===== config.mk =====
export PLATFORM = sky130hd
export DESIGN_NAME = xorshift_random_modulo
export DESIGN_NICKNAME = d
export VERILOG_FILES = /design/src/design/xrm_pkg.sv /design/src/design/xrm_front.sv /design/src/design/xrm_fifo.sv /design/src/design/xrm_back.sv /design/src/design/xorshift_random_modulo.sv
export SDC_FILE = /design/constraint.sdc
export NUM_CORES = 2
export LEC_CHECK = 0
export BUFFER_PORTS_ARGS = -buffer_cell sky130_fd_sc_hd__buf_2
export CAP_MARGIN = 25
export CORE_ASPECT_RATIO = 1.4
export CORE_MARGIN = 2
export CORE_UTILIZATION = 45
export CTS_BUF_LIST = sky130_fd_sc_hd__clkbuf_2
export CTS_CLUSTER_SIZE = 40
export DETAILED_ROUTE_END_ITERATION = 16
export PLACE_DENSITY = 0.67
export SYNTH_ARGS = -nofsm -noshare
export SYNTH_HDL_FRONTEND = slang
export SYNTH_HIERARCHICAL = 1
export SYNTH_SLANG_ARGS = --single-unit

===== constraint.sdc =====
create_clock -name i_clk -period 16.35 [get_ports i_clk]
set_input_delay 2.4525 -clock i_clk [delete_from_list [all_inputs] [get_ports i_clk]]
set_output_delay 2.4525 -clock i_clk [all_outputs]
set_load 0.005 [all_outputs]

===== src/design/xrm_pkg.sv =====
// Shared types, constants and generator step functions for the xorshift block.
// No dependencies; every other design file imports this package.
`timescale 1ns / 1ps
`default_nettype none

package xrm_pkg;

    // Item kinds.
    typedef enum logic [2:0] {
        KIND_DRAW32 = 3'd0,
        KIND_DRAW64 = 3'd1,
        KIND_SEED32 = 3'd2,
        KIND_SEED64 = 3'd3,
        KIND_STEP32 = 3'd4,
        KIND_STEP64 = 3'd5
    } t_kind;

    // Generator reset seeds.
    localparam logic [31:0] NARROW_RESET = 32'h2545_F491;
    localparam logic [63:0] WIDE_RESET   = 64'h9E37_79B9_7F4A_7C15;

    // Shift amounts of the two generators.
    localparam int unsigned N_SHR = 25;
    localparam int unsigned N_SHL_A = 7;
    localparam int unsigned N_SHL_B = 19;
    localparam int unsigned W_SHR = 51;
    localparam int unsigned W_SHL_A = 13;
    localparam int unsigned W_SHL_B = 29;

    // Work handed from the front end to the back end.
    typedef struct packed {
        logic        need_div;   // Reduce dividend by divisor.
        logic        narrow;     // Only the low 32 bits of dividend count.
        logic [63:0] dividend;   // Stepped value, or the result value itself.
        logic [63:0] divisor;
        logic [63:0] next_seed;
    } t_job;

    // One step of the 32-bit generator with inverted shift terms.
    function automatic logic [31:0] f_adv_narrow(input logic [31:0] s);
        logic [31:0] t;
        t = s;
        t = t ^ ~(t >> N_SHR);
        t = t ^ ~(t << N_SHL_A);
        t = t ^ ~(t << N_SHL_B);
        return t;
    endfunction

    // One step of the 64-bit generator with inverted shift terms.
    function automatic logic [63:0] f_adv_wide(input logic [63:0] s);
        logic [63:0] t;
        t = s;
        t = t ^ ~(t >> W_SHR);
        t = t ^ ~(t << W_SHL_A);
        t = t ^ ~(t << W_SHL_B);
        return t;
    endfunction

endpackage

`default_nettype wire


===== src/design/xrm_front.sv =====
// Front end: accepts requests, holds both generator states and builds jobs.
// Depends on xrm_pkg.
`timescale 1ns / 1ps
`default_nettype none

module xrm_front
    import xrm_pkg::*;
(
    input  wire logic        i_clk,
    input  wire logic        i_rst_n,
    input  wire logic        i_accept,
    input  wire logic [2:0]  i_kind,
    input  wire logic [63:0] i_modulus,
    input  wire logic [63:0] i_seed_value,
    output t_job             o_job
);

    logic [31:0] r_narrow;
    logic [31:0] n_narrow;
    logic [63:0] r_wide;
    logic [63:0] n_wide;
    logic [31:0] w_step_narrow;
    logic [63:0] w_step_wide;
    logic [31:0] w_mod32;
    logic [31:0] w_seed32;

    assign w_mod32  = i_modulus[31:0];
    assign w_seed32 = i_seed_value[31:0];

    // The draw kinds step the internal state, the step kinds step the supplied seed.
    always_comb begin
        if (i_kind == KIND_STEP32) begin
            w_step_narrow = f_adv_narrow(w_seed32);
        end else begin
            w_step_narrow = f_adv_narrow(r_narrow);
        end
        if (i_kind == KIND_STEP64) begin
            w_step_wide = f_adv_wide(i_seed_value);
        end else begin
            w_step_wide = f_adv_wide(r_wide);
        end
    end

    // Classify the request into a job and the next generator states.
    always_comb begin
        n_narrow = r_narrow;
        n_wide   = r_wide;
        o_job    = '0;
        case (t_kind'(i_kind))
            KIND_DRAW32, KIND_STEP32: begin
                if (i_kind == KIND_DRAW32) begin
                    n_narrow = w_step_narrow;
                end
                o_job.need_div  = (w_mod32 != 32'd0);
                o_job.narrow    = 1'b1;
                o_job.dividend  = {32'd0, w_step_narrow};
                o_job.divisor   = {32'd0, w_mod32};
                o_job.next_seed = {32'd0, w_step_narrow};
            end
            KIND_DRAW64, KIND_STEP64: begin
                if (i_kind == KIND_DRAW64) begin
                    n_wide = w_step_wide;
                end
                o_job.need_div  = (i_modulus != 64'd0);
                o_job.dividend  = w_step_wide;
                o_job.divisor   = i_modulus;
                o_job.next_seed = w_step_wide;
            end
            KIND_SEED32: begin
                n_narrow        = w_seed32;
                o_job.dividend  = {32'd0, r_narrow};
                o_job.next_seed = {32'd0, w_seed32};
            end
            KIND_SEED64: begin
                n_wide          = i_seed_value;
                o_job.dividend  = r_wide;
                o_job.next_seed = i_seed_value;
            end
            default: begin
                o_job = '0;
            end
        endcase
    end

    // Generator state registers, updated only on an accepted request.
    always_ff @(posedge i_clk) begin
        if (!i_rst_n) begin
            r_narrow <= NARROW_RESET;
            r_wide   <= WIDE_RESET;
        end else if (i_accept) begin
            r_narrow <= n_narrow;
            r_wide   <= n_wide;
        end
    end

endmodule

`default_nettype wire


===== src/design/xrm_fifo.sv =====
// Short job queue between the front end and the back end.
// Depends on xrm_pkg for the job type.
`timescale 1ns / 1ps
`default_nettype none

module xrm_fifo
    import xrm_pkg::*;
#(
    parameter int unsigned DEPTH = 2
) (
    input  wire logic i_clk,
    input  wire logic i_rst_n,
    input  wire logic i_wr,
    input  wire t_job i_job,
    output logic      o_full,
    input  wire logic i_rd,
    output t_job      o_job,
    output logic      o_empty
);

    localparam int unsigned PTR_W = (DEPTH > 1) ? $clog2(DEPTH) : 1;
    localparam int unsigned CNT_W = $clog2(DEPTH + 1);
    localparam logic [PTR_W-1:0] LAST = PTR_W'(DEPTH - 1);

    t_job             r_mem [DEPTH];
    logic [PTR_W-1:0] r_wr_ptr;
    logic [PTR_W-1:0] r_rd_ptr;
    logic [CNT_W-1:0] r_count;
    logic             w_wr;
    logic             w_rd;

    assign o_full  = (r_count == CNT_W'(DEPTH));
    assign o_empty = (r_count == '0);
    assign w_wr    = i_wr && !o_full;
    assign w_rd    = i_rd && !o_empty;
    assign o_job   = r_mem[r_rd_ptr];

    // Entry storage.
    always_ff @(posedge i_clk) begin
        if (w_wr) begin
            r_mem[r_wr_ptr] <= i_job;
        end
    end

    // Pointers and fill count.
    always_ff @(posedge i_clk) begin
        if (!i_rst_n) begin
            r_wr_ptr <= '0;
            r_rd_ptr <= '0;
            r_count  <= '0;
        end else begin
            if (w_wr) begin
                r_wr_ptr <= (r_wr_ptr == LAST) ? '0 : r_wr_ptr + 1'b1;
            end
            if (w_rd) begin
                r_rd_ptr <= (r_rd_ptr == LAST) ? '0 : r_rd_ptr + 1'b1;
            end
            if (w_wr && !w_rd) begin
                r_count <= r_count + 1'b1;
            end else if (w_rd && !w_wr) begin
                r_count <= r_count - 1'b1;
            end
        end
    end

    // The fill count never passes the depth.
    a_count_bound: assert property (@(posedge i_clk) disable iff (!i_rst_n)
        r_count <= CNT_W'(DEPTH))
        else $error("queue fill count exceeds depth");

    // A write without a read grows the count by one.
    a_count_grow: assert property (@(posedge i_clk) disable iff (!i_rst_n)
        (w_wr && !w_rd) |=> (r_count == $past(r_count) + 1'b1))
        else $error("queue fill count did not grow on write");

    // A read without a write shrinks the count by one.
    a_count_shrink: assert property (@(posedge i_clk) disable iff (!i_rst_n)
        (w_rd && !w_wr) |=> (r_count == $past(r_count) - 1'b1))
        else $error("queue fill count did not shrink on read");

endmodule

`default_nettype wire


===== src/design/xrm_back.sv =====
// Back end: bit-serial remainder unit and the result register.
// Depends on xrm_pkg for the job type.
`timescale 1ns / 1ps
`default_nettype none

module xrm_back
    import xrm_pkg::*;
(
    input  wire logic        i_clk,
    input  wire logic        i_rst_n,
    input  wire t_job        i_job,
    input  wire logic        i_job_valid,
    output logic             o_job_take,
    input  wire logic        i_pop,
    output logic             o_empty,
    output logic [63:0]      o_value,
    output logic [63:0]      o_next_seed
);

    typedef enum logic [1:0] {
        S_IDLE,
        S_DIV,
        S_WAIT
    } t_state;

    t_state      r_state;
    logic [63:0] r_rem;
    logic [63:0] r_dvd;
    logic [63:0] r_div;
    logic [63:0] r_seed;
    logic [6:0]  r_cnt;
    logic        r_out_valid;
    logic        n_out_valid;
    logic [63:0] r_out_value;
    logic [63:0] r_out_next;
    logic        w_out_free;
    logic [64:0] w_shift;
    logic [64:0] w_diff;
    logic [63:0] n_rem;

    assign o_empty     = !r_out_valid;
    assign o_value     = r_out_value;
    assign o_next_seed = r_out_next;
    assign w_out_free  = !r_out_valid || i_pop;

    // Take a job when idle; a job without division also needs a free result slot.
    assign o_job_take = (r_state == S_IDLE) && i_job_valid
                        && (i_job.need_div || w_out_free);

    // One restoring division step: shift in the next dividend bit, subtract if it fits.
    assign w_shift = {r_rem, r_dvd[63]};
    assign w_diff  = w_shift - {1'b0, r_div};
    assign n_rem   = w_diff[64] ? w_shift[63:0] : w_diff[63:0];

    // The result slot empties on a pop and fills when a result is delivered.
    always_comb begin
        n_out_valid = r_out_valid && !i_pop;
        if (o_job_take && !i_job.need_div) begin
            n_out_valid = 1'b1;
        end
        if ((r_state == S_WAIT) && w_out_free) begin
            n_out_valid = 1'b1;
        end
    end

    // Sequencer, divider registers and result register.
    always_ff @(posedge i_clk) begin
        if (!i_rst_n) begin
            r_state     <= S_IDLE;
            r_out_valid <= 1'b0;
            r_cnt       <= '0;
        end else begin
            r_out_valid <= n_out_valid;
            case (r_state)
                S_IDLE: begin
                    if (o_job_take) begin
                        if (i_job.need_div) begin
                            r_rem   <= '0;
                            r_div   <= i_job.divisor;
                            r_seed  <= i_job.next_seed;
                            if (i_job.narrow) begin
                                r_dvd <= {i_job.dividend[31:0], 32'd0};
                                r_cnt <= 7'd32;
                            end else begin
                                r_dvd <= i_job.dividend;
                                r_cnt <= 7'd64;
                            end
                            r_state <= S_DIV;
                        end else begin
                            r_out_value <= i_job.dividend;
                            r_out_next  <= i_job.next_seed;
                        end
                    end
                end
                S_DIV: begin
                    r_rem <= n_rem;
                    r_dvd <= {r_dvd[62:0], 1'b0};
                    r_cnt <= r_cnt - 1'b1;
                    if (r_cnt == 7'd1) begin
                        r_state <= S_WAIT;
                    end
                end
                S_WAIT: begin
                    if (w_out_free) begin
                        r_out_value <= r_rem;
                        r_out_next  <= r_seed;
                        r_state     <= S_IDLE;
                    end
                end
                default: begin
                    r_state <= S_IDLE;
                end
            endcase
        end
    end

    // The partial remainder stays below a nonzero divisor.
    a_rem_bound: assert property (@(posedge i_clk) disable iff (!i_rst_n)
        (r_state == S_DIV) |-> ((r_div != 64'd0) && (r_rem < r_div)))
        else $error("partial remainder out of range");

    // The step counter is never exhausted while dividing.
    a_cnt_live: assert property (@(posedge i_clk) disable iff (!i_rst_n)
        (r_state == S_DIV) |-> (r_cnt != 7'd0))
        else $error("divider step count ran out");

    // A finished remainder goes to a free result slot in the next cycle.
    a_wait_drain: assert property (@(posedge i_clk) disable iff (!i_rst_n)
        ((r_state == S_WAIT) && !r_out_valid) |=> ((r_state == S_IDLE) && r_out_valid))
        else $error("finished remainder not delivered");

endmodule

`default_nettype wire


===== src/design/xorshift_random_modulo.sv =====
// Top level of the xorshift generator with modulo reduction.
// Depends on xrm_pkg, xrm_front, xrm_fifo and xrm_back.
//
//   Channel   Handshake          Payload
//   request   push / full        i_kind, i_modulus, i_seed_value
//   result    pop / empty        o_value, o_next_seed
//
// A request is taken when push is high and the queue is not full: the front end steps
// the generator and queues a job. A draw or step with a nonzero modulus is reduced in
// the bit-serial remainder unit over the low 32 (32-bit kinds) or all 64 (64-bit kinds)
// dividend bits; other kinds go straight to the result register. Reset loads both
// generator seeds and empties the queue, which lets requests enter while the remainder
// unit is busy. A held result stalls the back end, and requests once the queue is full.
`timescale 1ns / 1ps
`default_nettype none

module xorshift_random_modulo
    import xrm_pkg::*;
#(
    parameter int unsigned QUEUE_DEPTH = 2
) (
    input  wire logic        i_clk,
    input  wire logic        i_rst_n,
    input  wire logic        push,
    output logic             full,
    input  wire logic [2:0]  i_kind,
    input  wire logic [63:0] i_modulus,
    input  wire logic [63:0] i_seed_value,
    output logic             empty,
    input  wire logic        pop,
    output logic [63:0]      o_value,
    output logic [63:0]      o_next_seed
);

    t_job w_front_job;
    t_job w_back_job;
    logic w_accept;
    logic w_q_empty;
    logic w_take;

    assign w_accept = push && !full;

    // Request intake and generator states.
    xrm_front u_front (
        .i_clk        (i_clk),
        .i_rst_n      (i_rst_n),
        .i_accept     (w_accept),
        .i_kind       (i_kind),
        .i_modulus    (i_modulus),
        .i_seed_value (i_seed_value),
        .o_job        (w_front_job)
    );

    // Job queue.
    xrm_fifo #(
        .DEPTH (QUEUE_DEPTH)
    ) u_fifo (
        .i_clk   (i_clk),
        .i_rst_n (i_rst_n),
        .i_wr    (push),
        .i_job   (w_front_job),
        .o_full  (full),
        .i_rd    (w_take),
        .o_job   (w_back_job),
        .o_empty (w_q_empty)
    );

    // Remainder unit and result register.
    xrm_back u_back (
        .i_clk       (i_clk),
        .i_rst_n     (i_rst_n),
        .i_job       (w_back_job),
        .i_job_valid (!w_q_empty),
        .o_job_take  (w_take),
        .i_pop       (pop),
        .o_empty     (empty),
        .o_value     (o_value),
        .o_next_seed (o_next_seed)
    );

endmodule

`default_nettype wire


==> out/metrics.cfg <==
[logic_synthesis]
ys_seq_elements=883
postSynthCellCount=3839
syn_avg_cell_area_um2=12.1
syn_nets=4042
async_flop_share_pct=0
ys_seq_area_share_pct=54.7
ys_warn_count=6
synth_edf_count=772
synth.top_cell.area_share_pct=49.9
synth_area_mm2=0.0464
synth.distinct_cells=91
synth_top_area_cell=edfxtp_1
synthTopCellsByArea=edfxtp_1, mux2_4, dfxtp_1
synth_ff_type=edfxtp_1

[power]
power.density_mw_per_mm2=148
ir_drop_v=0.000128
power.leakage_uw=0.0197

[sta]
finClkSkew_ns=0.165
rsz0062_at_grt=false
fin_setup_tns_ns=0
setup_viol=0
finalHoldViolations=0
max_freq_mhz=198
relSlewSlack_pct=29.9
report.final.slew_viol_count=0
max_slew.worst_pin.slew_ns=1.05
fin_crit_ns=5.06
fin_crit_sh_pct=31.0

[global_routing]
grt_usage_pct=26.5
grt_max_degree=130
grt-ovfl-total=0
grt_pass1_vias=31126
use_met1_pct=32.8
grtUsageMet2_pct=43.7
antenna_found_initial=11
gr-usage-met3_pct=4.83
grt-busiest-layer=met2
grt_pass1_wl_um=205000

[drt]
dr.pass1.iters=6
first_iter_violations=3660
vias=32436
wl_per_cell_um=25.4
postRouteAntennaNets=0
drt-total-wl_um=142000
drt-vias-per-instance=5.80
remaining_drc_errors=0

[place]
hpwl_um=101000
routabilityCongestion=0.957
portBuffers=264
placed_area_mm2=0.0485

[die]
die_w_um=275
rows=139
core_area_mm2=0.102
die_area_mm2=0.106
initial_utilization_pct=45.3
ioPinCount=265
die_y_um=384

[critical_path]
path_class=flop to flop
r2r_slack_ns=11.29
worstSetupEndpointType=flop
r2r_start=u_back/r_rem[10]
crit_fanout=61
crit_path_start_kind=flop
cp.arrival_ns=6.27
worstReg2RegEnd=u_back/r_rem[60]
worstRegToRegCells=11
crit_required_ns=17.56

[layout]
areaGrowthSynthToFinish_pct=8.82
layout_commonest_cell=edfxtp_1
nNetsFinal=4288
layout-drive-gt1-share_pct=23.8
finalInstanceArea_mm2=0.0505
layout_common_cells=edfxtp_1, nand2_1, clkbuf_2
fill_cells=9179

[hold_path]
min_to=u_back/r_dvd[14]
hp-start=u_back/r_dvd[13]
holdPathStages=2
hp-class=flop to flop

[clocking]
cts-root-buf=clkbuf_2
h-tree-depth=4
cts_buffers=206
insertion_delay_ns=1.60
post-cts-setup-buffers=0
cts_tree=yes
ctsResizeCount=0
cts_num_sinks=883
postCtsHoldBufs=0
clk_path_buf_depth=3
clkTransAtPathRegs_ns=0.11

[status]
status=finished clean

[job]
maxCapViolations=0

## flip-flops by register name (all words and copies together), names as in the netlist, named ones only
signal / count
u_back/r_rem: 64
u_fifo/r_mem: 388
u_fifo/r_count: 2
u_back/r_state: 2
u_back/o_next_seed: 64
u_back/r_div: 64
u_front/r_wide: 64
u_back/o_value: 64
u_back/r_seed: 64
u_front/r_narrow: 32
u_fifo/r_rd_ptr: 1
u_back/r_cnt: 7
u_back/r_out_valid: 1
u_back/r_dvd: 64
u_fifo/r_wr_ptr: 1
## where the power goes
| group | switching [µW] | leakage [µW] | internal, µW |
|---|---|---|---|
| clock network | 922 | 0.00146 | 570 |
| logic | 1680 | 0.0101 | 1080 |
| registers | 200 | 0.00817 | 3040 |
| total | 2800 | 0.0197 | 4690 |
## how the worst max path moves through the flow
stage / slack [ns] / endpoint / cells past startpoint / start
3_3_place_gp: 10.59 / u_front/r_wide[59] / 7 / i_kind[2]
4_1_cts: 11.27 / u_back/r_rem[60] / 11 / u_back/r_rem[10]
2_1_floorplan: 4.21 / u_back/o_next_seed[0] / 3 / i_rst_n
6_report: 11.29 / u_back/r_rem[60] / 11 / u_back/r_rem[10]
5_1_grt: 11.05 / u_back/r_rem[60] / 11 / u_back/r_rem[10]
3_5_place_dp: 10.60 / u_front/r_wide[59] / 7 / i_kind[2]
## through the flow
step,instances,utilization [%],worst slack (ns),hold slack [ns],power (µW)
finish,5591,49.3,11.29,0.405,7490
CTS,5585,49.3,11.27,0.450,7530
detailed placement,5215,47.4,10.60,0.463,6020
floorplan,3839,-,4.21,0.437,5190
global placement,5215,47.4,10.59,0.447,5990
global route,5590,49.3,11.05,0.439,7860
## routing by layer
| layer | wire, µm | part of all wire, % |
|---|---|---|
| met1 | 54400 | 38 |
| met2 | 68700 | 48 |
| met3 | 10400 | 7.4 |
| met4 | 8420 | 5.9 |
| met5 | 41 | 0.029 |
## logic make-up (layout without fill, tap and decap cells)
family | after synthesis | in the layout | synth area share, %
compound gates | 793 | 793 | 10.7
xor+xnor | 354 | 354 | 8.00
fa+ha+maj | 68 | 68 | 1.85
buf+inv | 376 | 784 | 3.72
flops | 883 | 883 | 54.7
mux | 438 | 438 | 11.7
other cells | 0 | 5 | 0
simple gates | 927 | 927 | 9.31
## critical path, cell delays in order, from the launching register on
cell       delay, ns
edfxtp_1        0.44
ha_1            0.43
a21oi_1         0.27
o21ai_0         0.16
a2111oi_0       0.76
a211oi_1        0.28
o21ai_1         0.37
and3b_1         0.56
or2_2           0.20
buf_4           0.60
nor2_1          0.31
a22o_1          0.32
## Yosys cell counts, types with 8 or more instances
library cell,instances
buf_2,84
buf_1,13
buf_6,22
mux2i_1,106
a21oi_1,222
xnor3_1,30
o21bai_1,33
nand3b_1,37
xor2_1,82
mux2_4,160
edfxtp_1,772
a211o_1,8
a211oi_1,54
and2_1,46
a22o_1,10
and3_1,16
nand4_1,24
a221oi_1,8
ha_1,67
nand3_1,49
a22oi_1,18
buf_4,8
o21ai_1,11
o21a_1,14
nor2_1,174
o211ai_1,48
mux2_2,171
nand2_1,435
xnor2_2,8
or3_1,10
xnor2_1,222
dfxtp_1,111
clkbuf_1,138
o21ai_0,186
nor3_1,18
o22ai_1,21
a21o_1,68
nand2b_1,18
a31oi_1,20
inv_1,108
nor2b_1,44
nor4_1,24
## final cells by class
cell class / instances / area, µm² / share of cell area [%]
flip-flops and latches: 883 / 25400 / 50.3
multi-input cells: 2580 / 19400 / 38.3
inverters: 108 / 405 / 0.802
clock buffers: 299 / 1500 / 2.96
repair buffers: 306 / 1690 / 3.35
clock inverters: 71 / 458 / 0.906
well taps: 1339 / 1680 / 3.32
diodes: 5 / 12.5 / 0.0248
Note: power is estimated with default switching activity, not from simulation.
